--- src/mngd_pkg.sv ---
// Package for the MIDI note gate decoder: parse phase type, message codes
// and the result struct passed from the parser to the output stage.
// No dependencies.
package mngd_pkg;

  // Parser phase. Code 3 is never entered and behaves like waiting.
  typedef enum logic [1:0] {
    PH_WAIT   = 2'd0,
    PH_FIRST  = 2'd1,
    PH_SECOND = 2'd2
  } mngd_phase_t;

  // Status high nibbles that the decoder acts on.
  localparam logic [3:0] MSG_NOTE_OFF = 4'h8;
  localparam logic [3:0] MSG_NOTE_ON  = 4'h9;

  typedef struct packed {
    logic [5:0] note_code;
    logic       note_strobe;
    logic       gate_level;
    logic       led_level;
  } mngd_result_t;

endpackage

--- src/mngd_parser.sv ---
// MIDI byte parser and note/gate state for the note gate decoder.
// Depends on mngd_pkg.
module mngd_parser
  import mngd_pkg::*;
(
  input  logic         clk,
  input  logic         rst_n,
  input  logic         step,
  input  logic [7:0]   rx_byte,
  output mngd_result_t result
);

  mngd_phase_t phase_r, phase_nxt;
  logic [3:0]  kind_r, kind_nxt;
  logic [6:0]  first_r, first_nxt;
  logic [6:0]  held_r, held_nxt;
  logic [5:0]  latch_r, latch_nxt;
  logic        gate_r, gate_nxt;
  logic        led_r, led_nxt;
  logic        strobe;

  always_comb begin
    phase_nxt = phase_r;
    kind_nxt  = kind_r;
    first_nxt = first_r;
    held_nxt  = held_r;
    latch_nxt = latch_r;
    gate_nxt  = gate_r;
    led_nxt   = led_r;
    strobe    = 1'b0;
    if (rx_byte[7]) begin
      // A status byte always restarts the message, dropping any partial one.
      kind_nxt  = rx_byte[7:4];
      phase_nxt = PH_FIRST;
    end else begin
      unique case (phase_r)
        PH_FIRST: begin
          first_nxt = rx_byte[6:0];
          phase_nxt = PH_SECOND;
        end
        PH_SECOND: begin
          phase_nxt = PH_WAIT;
          if (kind_r == MSG_NOTE_ON) begin
            latch_nxt = first_r[5:0];
            held_nxt  = first_r;
            strobe    = 1'b1;
            gate_nxt  = 1'b1;
            led_nxt   = 1'b1;
          end else if (kind_r == MSG_NOTE_OFF && first_r == held_r) begin
            gate_nxt = 1'b0;
            led_nxt  = 1'b0;
          end
        end
        default: begin
          // Waiting: data bytes are ignored.
        end
      endcase
    end
  end

  always_ff @(posedge clk) begin
    if (!rst_n) begin
      phase_r <= PH_WAIT;
      kind_r  <= '0;
      first_r <= '0;
      held_r  <= '0;
      latch_r <= '0;
      gate_r  <= 1'b0;
      led_r   <= 1'b0;
    end else if (step) begin
      phase_r <= phase_nxt;
      kind_r  <= kind_nxt;
      first_r <= first_nxt;
      held_r  <= held_nxt;
      latch_r <= latch_nxt;
      gate_r  <= gate_nxt;
      led_r   <= led_nxt;
    end
  end

  assign result.note_code   = latch_nxt;
  assign result.note_strobe = strobe;
  assign result.gate_level  = gate_nxt;
  assign result.led_level   = led_nxt;

`ifndef NO_ASSERTIONS
  a_led_follows_gate: assert property (@(posedge clk) disable iff (!rst_n)
    led_r == gate_r) else $error("LED and gate disagree");

  a_strobe_sets_gate: assert property (@(posedge clk) disable iff (!rst_n)
    step && strobe |=> gate_r && latch_r == $past(first_r[5:0]))
    else $error("note-on did not latch note and open gate");

  a_status_arms_first: assert property (@(posedge clk) disable iff (!rst_n)
    step && rx_byte[7] |=> phase_r == PH_FIRST)
    else $error("status byte did not arm first data phase");

  a_idle_holds: assert property (@(posedge clk) disable iff (!rst_n)
    !step |=> $stable(gate_r) && $stable(latch_r) && $stable(held_r))
    else $error("parser state moved without a step");
`endif

endmodule

--- src/midi_note_gate_decoder.sv ---
// MIDI note gate decoder: one received byte in, one note/gate result out.
// A byte passes through the input register, then through the parser logic into the result
// register. Throughput: one byte per cycle unless out_ready stalls the result register.
// Both stages advance together whenever the result register is empty or taken.
// Reset (rst_n low, synchronous) empties both stages and clears parser state.
// Depends on mngd_pkg and mngd_parser.
module midi_note_gate_decoder
  import mngd_pkg::*;
(
  input  logic       clk,
  input  logic       rst_n,
  input  logic       in_valid,
  output logic       in_ready,
  input  logic [7:0] in_rx_byte,
  output logic       out_valid,
  input  logic       out_ready,
  output logic [5:0] out_note_code,
  output logic       out_note_strobe,
  output logic       out_gate_level,
  output logic       out_led_level
);

  // Input register. It holds one byte until the result register can take
  // the parser's answer for it.
  logic         in_vld_r;
  logic [7:0]   in_byte_r;
  // Result register.
  logic         out_vld_r;
  mngd_result_t out_res_r;

  logic         advance;
  logic         step;
  mngd_result_t parse_res;

  // The pipeline moves when the result slot is free or is being taken this
  // cycle. The parser state only changes when a byte really moves into the
  // result register, so stalls never double-count a byte.
  assign advance  = !out_vld_r || out_ready;
  assign step     = advance && in_vld_r;
  assign in_ready = !in_vld_r || advance;

  mngd_parser u_parser (
    .clk     (clk),
    .rst_n   (rst_n),
    .step    (step),
    .rx_byte (in_byte_r),
    .result  (parse_res)
  );

  always_ff @(posedge clk) begin
    if (!rst_n) begin
      in_vld_r  <= 1'b0;
      out_vld_r <= 1'b0;
    end else begin
      if (in_ready) begin
        in_vld_r <= in_valid;
      end
      if (advance) begin
        out_vld_r <= in_vld_r;
      end
    end
  end

  // Payload registers need no reset.
  always_ff @(posedge clk) begin
    if (in_ready && in_valid) begin
      in_byte_r <= in_rx_byte;
    end
    if (step) begin
      out_res_r <= parse_res;
    end
  end

  assign out_valid       = out_vld_r;
  assign out_note_code   = out_res_r.note_code;
  assign out_note_strobe = out_res_r.note_strobe;
  assign out_gate_level  = out_res_r.gate_level;
  assign out_led_level   = out_res_r.led_level;

endmodule
--- config.mk ---
export PLATFORM = sky130hd
export DESIGN_NAME = midi_note_gate_decoder
export DESIGN_NICKNAME = d
export VERILOG_FILES = /design/src/mngd_pkg.sv /design/src/mngd_parser.sv /design/src/midi_note_gate_decoder.sv
export SDC_FILE = /design/constraint.sdc
export NUM_CORES = 1
export LEC_CHECK = 0
export BUFFER_PORTS_ARGS = -buffer_cell sky130_fd_sc_hd__buf_2
export CAP_MARGIN = 5
export CORE_MARGIN = 1.5
export CORE_UTILIZATION = 38
export DETAILED_ROUTE_END_ITERATION = 6
export PLACE_DENSITY = 0.53
export SLEW_MARGIN = 20
export SYNTH_ARGS = -nofsm -noshare
export SYNTH_HDL_FRONTEND = slang
export SYNTH_SLANG_ARGS = --single-unit
--- constraint.sdc ---
create_clock -name clk -period 2.3 [get_ports clk]
set_input_delay 0.345 -clock clk [delete_from_list [all_inputs] [get_ports clk]]
set_output_delay 0.345 -clock clk [all_outputs]
set_load 0.05 [all_outputs]
==> results.txt, run 1 <==
RSZ-0062 raised after global routing -> no
worst relative slew slack -> 0.7183
root buffer cell -> clkbuf_8
Clock Skew -> 9.882 ps
fraction of registers with async set/reset -> 0
Inserted Clock Buffers -> 5
final design utilization -> 0.4469
TritonCTS clock tree -> built
fin cells -> 238
core area -> 4723 sq um
Post-synth EDFFs -> 17
Final Net Count -> 182
Avg WL per Cell -> 12.13 um
status -> completed
Tmin final -> 2063 ps
Area contributors post-synth -> dfxtp_1, edfxtp_1, mux2i_1
DP Cell Count -> 230
Syn Nets -> 157
Total GRT Usage -> 0.1253
half-perimeter wire length after placement -> 2.038 mm
Crit path buffers/inverters -> 1
leakage power total -> 0.8985 nW
Vias/cell -> 4.492
Layout area overhead -> 13.91%
predominant post-synthesis flop cell -> dfxtp_1
Max FO, Critical Path -> 13
antenna violations before repair -> 0
fmax -> 484.7 MHz
first-pass GRT wire length -> 5.037 mm
CP max stage cell -> or4_4
Final ANT Viol Nets -> 0
gr ovfl total -> 0
maximum clock path buffer count -> 2
internal power -> 0.001125 W
Finished Cell Area -> 2111 sq um
Pre-antenna DRT Iters -> 3
H-Tree Depth -> 2
CP endpoint kind -> register
Peak VDD IR -> 312.9 uV
vias in the first global route -> 1077
Comb power frac -> 0.054
share of post-route cells with drive strength above 1 -> 0.2222
# clock sinks -> 47
placer congestion estimate -> 0.7199
endpoints failing setup -> 0
crit-path max cell delay -> 550 ps
final hold vios -> 0
hold slack final -> 227.4 ps
Net Sw Frac -> 0.2157
crit-path leading delay family -> simple AND/OR/NAND/NOR gates
Die X -> 72.83 um
power per cell area -> 679.4 nW/um^2
synth cell count leaders -> dfxtp_1, nor2b_1, mux2i_1, edfxtp_1, xor2_1
Worst-Margin Slew -> 422.3 ps
Worst EP required -> 2500 ps
Synth Area per Inst -> 12.78 sq um
Synth Register Bits -> 47
Ports -> 23
Hold-fix buffers, CTS -> 0
total number of vias -> 1069
Buffers on Ports -> 22
Slew Viols, Final -> 0
sequential power share -> 0.621
Starting Density -> 0.3923
Clock power frac -> 0.324
CP Launch Type -> register
ANT cells -> 0
net switching power -> 0.0003094 W
DR iter-0 viols -> 51
Row Count -> 25
Max-Cap Viols -> 0
post-CTS setup buffers -> 0
die height -> 72.83 um
CP arrival -> 2260 ps
worst min path class -> in -> reg
synth warn -> 0
Skew-Pair Late Insertion Delay -> 300 ps
Routed WL -> 2.887 mm
sequential-to-total area share from yosys stat -> 0.5996
die area -> 5304 sq um
placed cell area -> 2031 sq um
Worst-path clk slew -> 80 ps
Cell Chain, Critical Path -> or4_4 -> or4b_1 -> buf_4 -> mux2i_1 -> nor2b_1
Period Utilization, post-route -> 0.8970
post-synth top area share -> 0.3241
Synth cell types -> 25
Final TNS setup -> 0 ps
area leader, netlist -> dfxtp_1
cts repair resizes -> 0
crit path kind -> reg -> reg
DRC viols -> 0
Synth Cell Area -> 1853 sq um
top-count cell post-synth -> dfxtp_1
Post-Syn Instances -> 145
largest net degree at the start of global routing -> 31
==> layout by cell type (no fill, tap or decap), drive strengths merged, types with 2 or more instances in the layout <==
cell type / netlist / routed
o21a: 3 / 3
inv: 2 / 2
buf: 2 / 24
nor2: 2 / 2
mux2i: 23 / 23
a21boi: 3 / 3
nand2: 4 / 4
clkbuf: 4 / 8
edfxtp: 17 / 17
mux2: 6 / 6
xor2: 7 / 7
nor2b: 26 / 26
dfxtp: 30 / 30
o221a: 2 / 2
nor4: 2 / 2
nand3: 4 / 4
==> routing by layer <==
metal  part of all wire  global-route usage
met5                  0                   0
met3              0.042             0.03315
met4              0.016             0.05660
met1               0.48              0.1585
met2               0.46              0.2008
==> logic make-up after synthesis <==
kind of cell	synth area share
AO/OA/AOI/OAI	0.04186
XOR/XNOR	0.03309
buffers and inverters	0.02093
flip-flops	0.5996
multiplexers	0.1607
AND/OR/NAND/NOR	0.1438
==> worst register-to-register path: cells and delay by family, from the launching register on <==
| kind | cells | cell delay [ps] |
|---|---|---|
| and+or+nand+nor | 3 | 1140 |
| muxes | 1 | 180 |
| DFF | 1 | 430 |
| buffers and inverters | 1 | 220 |
==> layout make-up <==
| class | count | area [sq um] |
|---|---|---|
| clock buffer | 8 | 80.08 |
| fill | 443 | 2613 |
| inverter | 2 | 7.507 |
| multi-input combinational | 90 | 703.2 |
| sequential | 47 | 1111 |
| tap | 67 | 83.83 |
| timing repair buffer | 24 | 125.1 |
==> through the flow <==
stage	worst slack (ps)	power (W)
3_5_place_dp	235.6	0.0009897
5_1_grt	106.5	0.001501
2_1_floorplan	270.4	0.0009656
6_report	236.9	0.001434
4_1_cts	231.2	0.001457
3_3_place_gp	281.5	0.0009886
==> registers in the layout (all words and copies together), names as in the netlist <==
signal / count
in_byte_r: 8
u_parser.latch_r: 6
out_led_level: 1
u_parser.kind_r: 4
u_parser.led_r: 1
u_parser.phase_r: 2
out_note_strobe: 1
in_vld_r: 1
out_valid: 1
out_gate_level: 1
out_note_code: 6
u_parser.first_r: 7
u_parser.held_r: 7
u_parser.gate_r: 1
==> power by group through the flow <==
| stage | sequential (W) | clock [W] | combinational [W] |
|---|---|---|---|
| after floorplan | 0.000931 | 0 | 0.0000347 |
| after global placement | 0.000910 | 0 | 0.0000783 |
| after detailed placement | 0.000910 | 0 | 0.0000792 |
| after CTS | 0.000891 | 0.000486 | 0.0000795 |
| after global routing | 0.000894 | 0.000523 | 0.0000850 |
| final | 0.000891 | 0.000465 | 0.0000781 |
==> worst paths after layout <==
check,from,to,slack (ps),depth (start not counted)
max,in_byte_r[7],u_parser.held_r[3],240,5
min,in_rx_byte[7],in_byte_r[7],230,1
max reg2reg,in_byte_r[7],u_parser.held_r[3],240,5
min reg2reg,u_parser.kind_r[3],u_parser.kind_r[3],480,2
No activity file was read; power rests on OpenSTA's default activity.
==> inputs of run 2 (changes only) <==
--- a/config.mk
+++ b/config.mk
@@ -7,6 +7,7 @@
 export LEC_CHECK = 0
 export BUFFER_PORTS_ARGS = -buffer_cell sky130_fd_sc_hd__buf_2
 export CAP_MARGIN = 5
+export CORE_ASPECT_RATIO = 1.4
 export CORE_MARGIN = 1.5
 export CORE_UTILIZATION = 38
 export DETAILED_ROUTE_END_ITERATION = 6
==> results.txt, run 2 (synthesized netlist as in run 1, its figures left out) <==
status -> completed
Finished Cell Area -> 2116 sq um (+0.24%)
cts repair resizes -> 0 (unchanged)
Tmin final -> 2070 ps (+7.114 ps)
worst relative slew slack -> 0.7063 (-0.01202)
Final Net Count -> 182 (unchanged)
DP Cell Count -> 225 (-2.2%)
gr ovfl total -> 0 (unchanged)
CP Launch Type -> register
DRC viols -> 0 (unchanged)
CP arrival -> 2270 ps (about the same)
Routed WL -> 3.000 mm (+3.9%)
die area -> 5310 sq um (+0.12%)
Peak VDD IR -> 468.5 uV (+50%)
Ports -> 23 (unchanged)
power per cell area -> 697.8 nW/um^2 (+2.7%)
total number of vias -> 1109 (+3.7%)
Inserted Clock Buffers -> 5 (unchanged)
Largest regs -> in_byte_r x8, u_parser.first_r x7, u_parser.held_r x7
Slew Viols, Final -> 0 (unchanged)
Final TNS setup -> 0 ps (unchanged)
Worst-Margin Slew -> 440.3 ps (+18.01 ps)
largest net degree at the start of global routing -> 31 (unchanged)
hold slack final -> 225.0 ps (-2.364 ps)
placed cell area -> 2024 sq um (-0.31%)
most frequent cells in the layout -> dfxtp_1, nor2b_1, mux2i_1, buf_2, edfxtp_1
endpoints failing setup -> 0 (unchanged)
post-CTS setup buffers -> 0 (unchanged)
share of post-route cells with drive strength above 1 -> 0.2339 (+0.01170)
half-perimeter wire length after placement -> 2.116 mm (+3.8%)
worst reg2reg path depth -> 5 (unchanged)
core area -> 4608 sq um (-2.4%)
# clock sinks -> 47 (unchanged)
die height -> 85.63 um (+18%)
Worst EP required -> 2500 ps (about the same)
fmax -> 483.0 MHz (-0.34%)
RSZ-0062 raised after global routing -> no
leakage power total -> 0.9072 nW (+0.97%)
Buffers on Ports -> 22 (unchanged)
Row Count -> 29 (+16%)
DR iter-0 viols -> 39 (-24%)
ANT cells -> 0 (unchanged)
Clock Skew -> 7.719 ps (-2.163 ps)
root buffer cell -> clkbuf_8
first-pass GRT wire length -> 4.995 mm (-0.83%)
Die X -> 62.02 um (-15%)
crit path kind -> reg -> reg
placer congestion estimate -> 0.6670 (-7.3%)
fin cells -> 233 (-2.1%)
Worst-path clk slew -> 80 ps (about the same)
Total GRT Usage -> 0.1278 (+0.002530)
vias in the first global route -> 1096 (+1.8%)
Avg WL per Cell -> 12.88 um (+6.1%)
Layout area overhead -> 14.18%
maximum clock path buffer count -> 2 (unchanged)
max reg flops -> 8 (unchanged)
commonest non-fill, non-tap cell in the layout -> dfxtp_1
TritonCTS clock tree -> built
Hold-fix buffers, CTS -> 0 (unchanged)
Final ANT Viol Nets -> 0 (unchanged)
CP endpoint kind -> register
min setup slack post-route -> 229.8 ps (-7.114 ps)
Vias/cell -> 4.760 (+6.0%)
Placement Setup Slack -> 230.2 ps (-5.413 ps)
H-Tree Depth -> 2 (unchanged)
Hold Path Stages -> 1 (unchanged)
largest register by flop count -> in_byte_r
Max-Cap Viols -> 0 (unchanged)
Skew-Pair Late Insertion Delay -> 300 ps (about the same)
final hold vios -> 0 (unchanged)
Starting Density -> 0.4021 (+0.009800)
Pre-antenna DRT Iters -> 4 (+1)
Period Utilization, post-route -> 0.9001 (+0.003093)
antenna violations before repair -> 0 (unchanged)
Max FO, Critical Path -> 13 (unchanged)
worst min path class -> in -> reg
## run 2: routing by layer
metal	track usage	up-vias	part of all wire
li1	-	559	-
met1	0.1464	523	0.44
met2	0.2150	22	0.51
met3	0.03620	5	0.035
met4	0.05222	0	0.013
met5	0	-	0
## run 2: through the flow
step	total power, W	utilization
final	0.001476	0.4591
after global routing	0.001537	0.4591
after CTS	0.001495	0.4591
after detailed placement	0.0009907	0.4393
after global placement	0.0009889	0.4393
after floorplan	0.0009656	-
## run 2: layout make-up
| cell class | count | area (sq um) |
|---|---|---|
| Multi-Input combinational cell | 90 | 703.2 |
| Fill cell | 439 | 2492 |
| Clock inverter | 1 | 5.005 |
| Timing Repair Buffer | 24 | 125.1 |
| Sequential cell | 47 | 1111 |
| Tap cell | 62 | 77.57 |
| Clock buffer | 7 | 86.33 |
| Inverter | 2 | 7.507 |
## run 2: final timing paths
path | start | to | slack, ps
max reg2reg | in_byte_r[7] | u_parser.latch_r[1] | 230
min reg2reg | u_parser.kind_r[3] | u_parser.kind_r[3] | 500
max | in_byte_r[7] | u_parser.latch_r[1] | 230
min | in_rx_byte[0] | in_byte_r[0] | 230
## run 2: worst max-delay path, stage by stage, from the launching register on
cell and delay, ps:
edfxtp_1 420, or4_4 560, or4b_1 530, buf_4 220
mux2i_1 180, nor2b_1 60
## run 2: report_power, final
group / switching [W] / internal [W]
clock: 0.000264 / 0.000243
sequential: 0.0000106 / 0.000880
combinational: 0.0000508 / 0.0000281
total: 0.000325 / 0.00115
==> inputs of run 3 (changes only) <==
--- a/config.mk
+++ b/config.mk
@@ -11,6 +11,7 @@
 export CORE_MARGIN = 1.5
 export CORE_UTILIZATION = 38
 export DETAILED_ROUTE_END_ITERATION = 6
+export GPL_TIMING_DRIVEN = 0
 export PLACE_DENSITY = 0.53
 export SLEW_MARGIN = 20
 export SYNTH_ARGS = -nofsm -noshare
==> results.txt, run 3 (synthesized netlist as in run 1, its figures left out) <==
status -> completed
worst r2r src -> in_byte_r[7]
CP endpoint kind -> register
vias in the first global route -> 1173 (+7.0%)
Clock Skew -> 5.124 ps (-2.595 ps)
Vias/cell -> 4.780 (+0.42%)
R2R Path End -> u_parser.latch_r[1]
Layout area overhead -> 14.85%
hold slack final -> 222.8 ps (-2.165 ps)
placer congestion estimate -> 0.7178 (+7.6%)
Final Net Count -> 185 (+1.6%)
Ports -> 23 (unchanged)
CP Launch Type -> register
Die X -> 62.02 um (unchanged)
worst relative slew slack -> 0.6691 (-0.03720)
Cell Chain, Critical Path -> or4_4 -> or4b_1 -> buf_2 -> buf_6 -> mux2i_1 -> nor2b_1
power per cell area -> 689.1 nW/um^2 (-1.2%)
Buffers on Ports -> 21 (-4.5%)
RSZ-0062 raised after global routing -> no
placed cell area -> 2036 sq um (+0.56%)
Period Utilization, post-route -> 0.9408 (+0.04066)
worst reg2reg path depth -> 6 (+1)
share of post-route cells with drive strength above 1 -> 0.2241 (-0.009780)
Slew Viols, Final -> 0 (unchanged)
Routed WL -> 3.137 mm (+4.6%)
endpoints failing setup -> 0 (unchanged)
antenna violations before repair -> 0 (unchanged)
total number of vias -> 1128 (+1.7%)
reg2reg setup slack -> 140 ps (-90 ps)
largest register by flop count -> in_byte_r
Worst EP required -> 2490 ps (about the same)
DR iter-0 viols -> 36 (-7.7%)
Avg WL per Cell -> 13.29 um (+3.2%)
Worst-path clk slew -> 80 ps (about the same)
final hold vios -> 0 (unchanged)
Skew-Pair Late Insertion Delay -> 290 ps (about the same)
CP arrival -> 2350 ps (+80 ps)
Pre-antenna DRT Iters -> 4 (unchanged)
root buffer cell -> clkbuf_8
half-perimeter wire length after placement -> 2.343 mm (+11%)
Peak VDD IR -> 432.4 uV (-7.7%)
die area -> 5310 sq um (unchanged)
Total GRT Usage -> 0.1390 (+0.01117)
Final TNS setup -> 0 ps (unchanged)
core area -> 4608 sq um (unchanged)
# clock sinks -> 47 (unchanged)
CP max stage cell -> or4_4
leakage power total -> 0.9040 nW (-0.36%)
maximum clock path buffer count -> 2 (unchanged)
crit path kind -> reg -> reg
commonest non-fill, non-tap cell in the layout -> dfxtp_1
Starting Density -> 0.4021 (unchanged)
DRC viols -> 0 (unchanged)
fmax -> 462.2 MHz (-4.3%)
Finished Cell Area -> 2128 sq um (+0.59%)
H-Tree Depth -> 2 (unchanged)
max reg flops -> 8 (unchanged)
Largest regs -> in_byte_r x8, u_parser.first_r x7, u_parser.held_r x7
Worst Hold Path EP -> in_byte_r[7]
gr ovfl total -> 0 (unchanged)
Row Count -> 29 (unchanged)
Tmin final -> 2164 ps (+93.53 ps)
Hold-fix buffers, CTS -> 0 (unchanged)
Hold Path Stages -> 1 (unchanged)
crit-path max cell delay -> 560 ps (about the same)
Max-Cap Viols -> 0 (unchanged)
min-delay src -> in_rx_byte[7]
most frequent cells in the layout -> dfxtp_1, nor2b_1, mux2i_1, buf_2, edfxtp_1
Max FO, Critical Path -> 10 (-3)
Worst-Margin Slew -> 496.4 ps (+56.14 ps)
worst min path class -> in -> reg
die height -> 85.63 um (unchanged)
ANT cells -> 0 (unchanged)
largest net degree at the start of global routing -> 14 (-55%)
Final ANT Viol Nets -> 0 (unchanged)
Inserted Clock Buffers -> 5 (unchanged)
first-pass GRT wire length -> 5.444 mm (+9.0%)
TritonCTS clock tree -> built
==> run 3: changes by cell type in the layout (fill, tap and decap cells not counted), sizes merged <==
cell / before / now
clkbuf: 7 / 11
buf: 24 / 23
==> run 3: how the worst max path moves through the flow <==
| stage | slack (ps) | to | depth (start not counted) | start |
|---|---|---|---|---|
| floorplan | 270 | u_parser.held_r[3] | 6 | in_byte_r[7] |
| global placement | 100 | out_note_code[1] | 3 | in_byte_r[7] |
| detailed placement | 80 | out_note_code[3] | 3 | in_byte_r[7] |
| CTS | 80 | out_note_code[5] | 3 | in_byte_r[7] |
| global route | 10 | u_parser.held_r[4] | 6 | in_byte_r[7] |
| finish | 140 | u_parser.latch_r[1] | 6 | in_byte_r[7] |
==> run 3: repair_timing <==
action | CTS | global route
gates resized for setup | 0 | 1
buffers inserted | 0 | 0
endpoints found under the hold margin | 0 | 0
setup endpoints to repair | 0 | 6
==> run 3: layer usage <==
layer,wire (um),global-route usage,vias up
li1,-,-,562
met3,113,0.03922,5
met1,1334,0.1681,537
met4,57,0.05222,0
met5,0,0,-
met2,1632,0.2273,24
==> run 3: through the flow <==
| stage | worst slack, ps | power [W] | std cells | util |
|---|---|---|---|---|
| after floorplan | 270.4 | 0.0009656 | 145 | - |
| after global placement | 101.7 | 0.0009896 | 228 | 0.4418 |
| after detailed placement | 83.69 | 0.0009922 | 228 | 0.4418 |
| after CTS | 77.51 | 0.001481 | 236 | 0.4613 |
| after global routing | 13.27 | 0.001525 | 236 | 0.4619 |
| final | 136.2 | 0.001467 | 236 | 0.4619 |
==> run 3: where the power goes <==
part	total, W	switching [W]	internal (W)
registers	0.000891	0.0000106	0.000880
logic	0.0000808	0.0000522	0.0000286
clock network	0.000495	0.000254	0.000241
total	0.00147	0.000317	0.00115
==> run 3: final cells by class <==
cell class                 instances  area (sq um)
buffer                             6         31.28
clock buffer                       7         86.33
clock inverter                     1         3.754
fill                             435          2480
inverter                           2         7.507
multi-input combinational         90         705.7
sequential                        47          1111
tap                               62         77.57
timing repair buffer              21         105.1
==> run 3: critical path, delay by kind of cell, from the launching register on <==
family,cells,cell delay (ps)
simple gates,3,1140
flops,1,420
buf+inv,2,350
mux,1,160
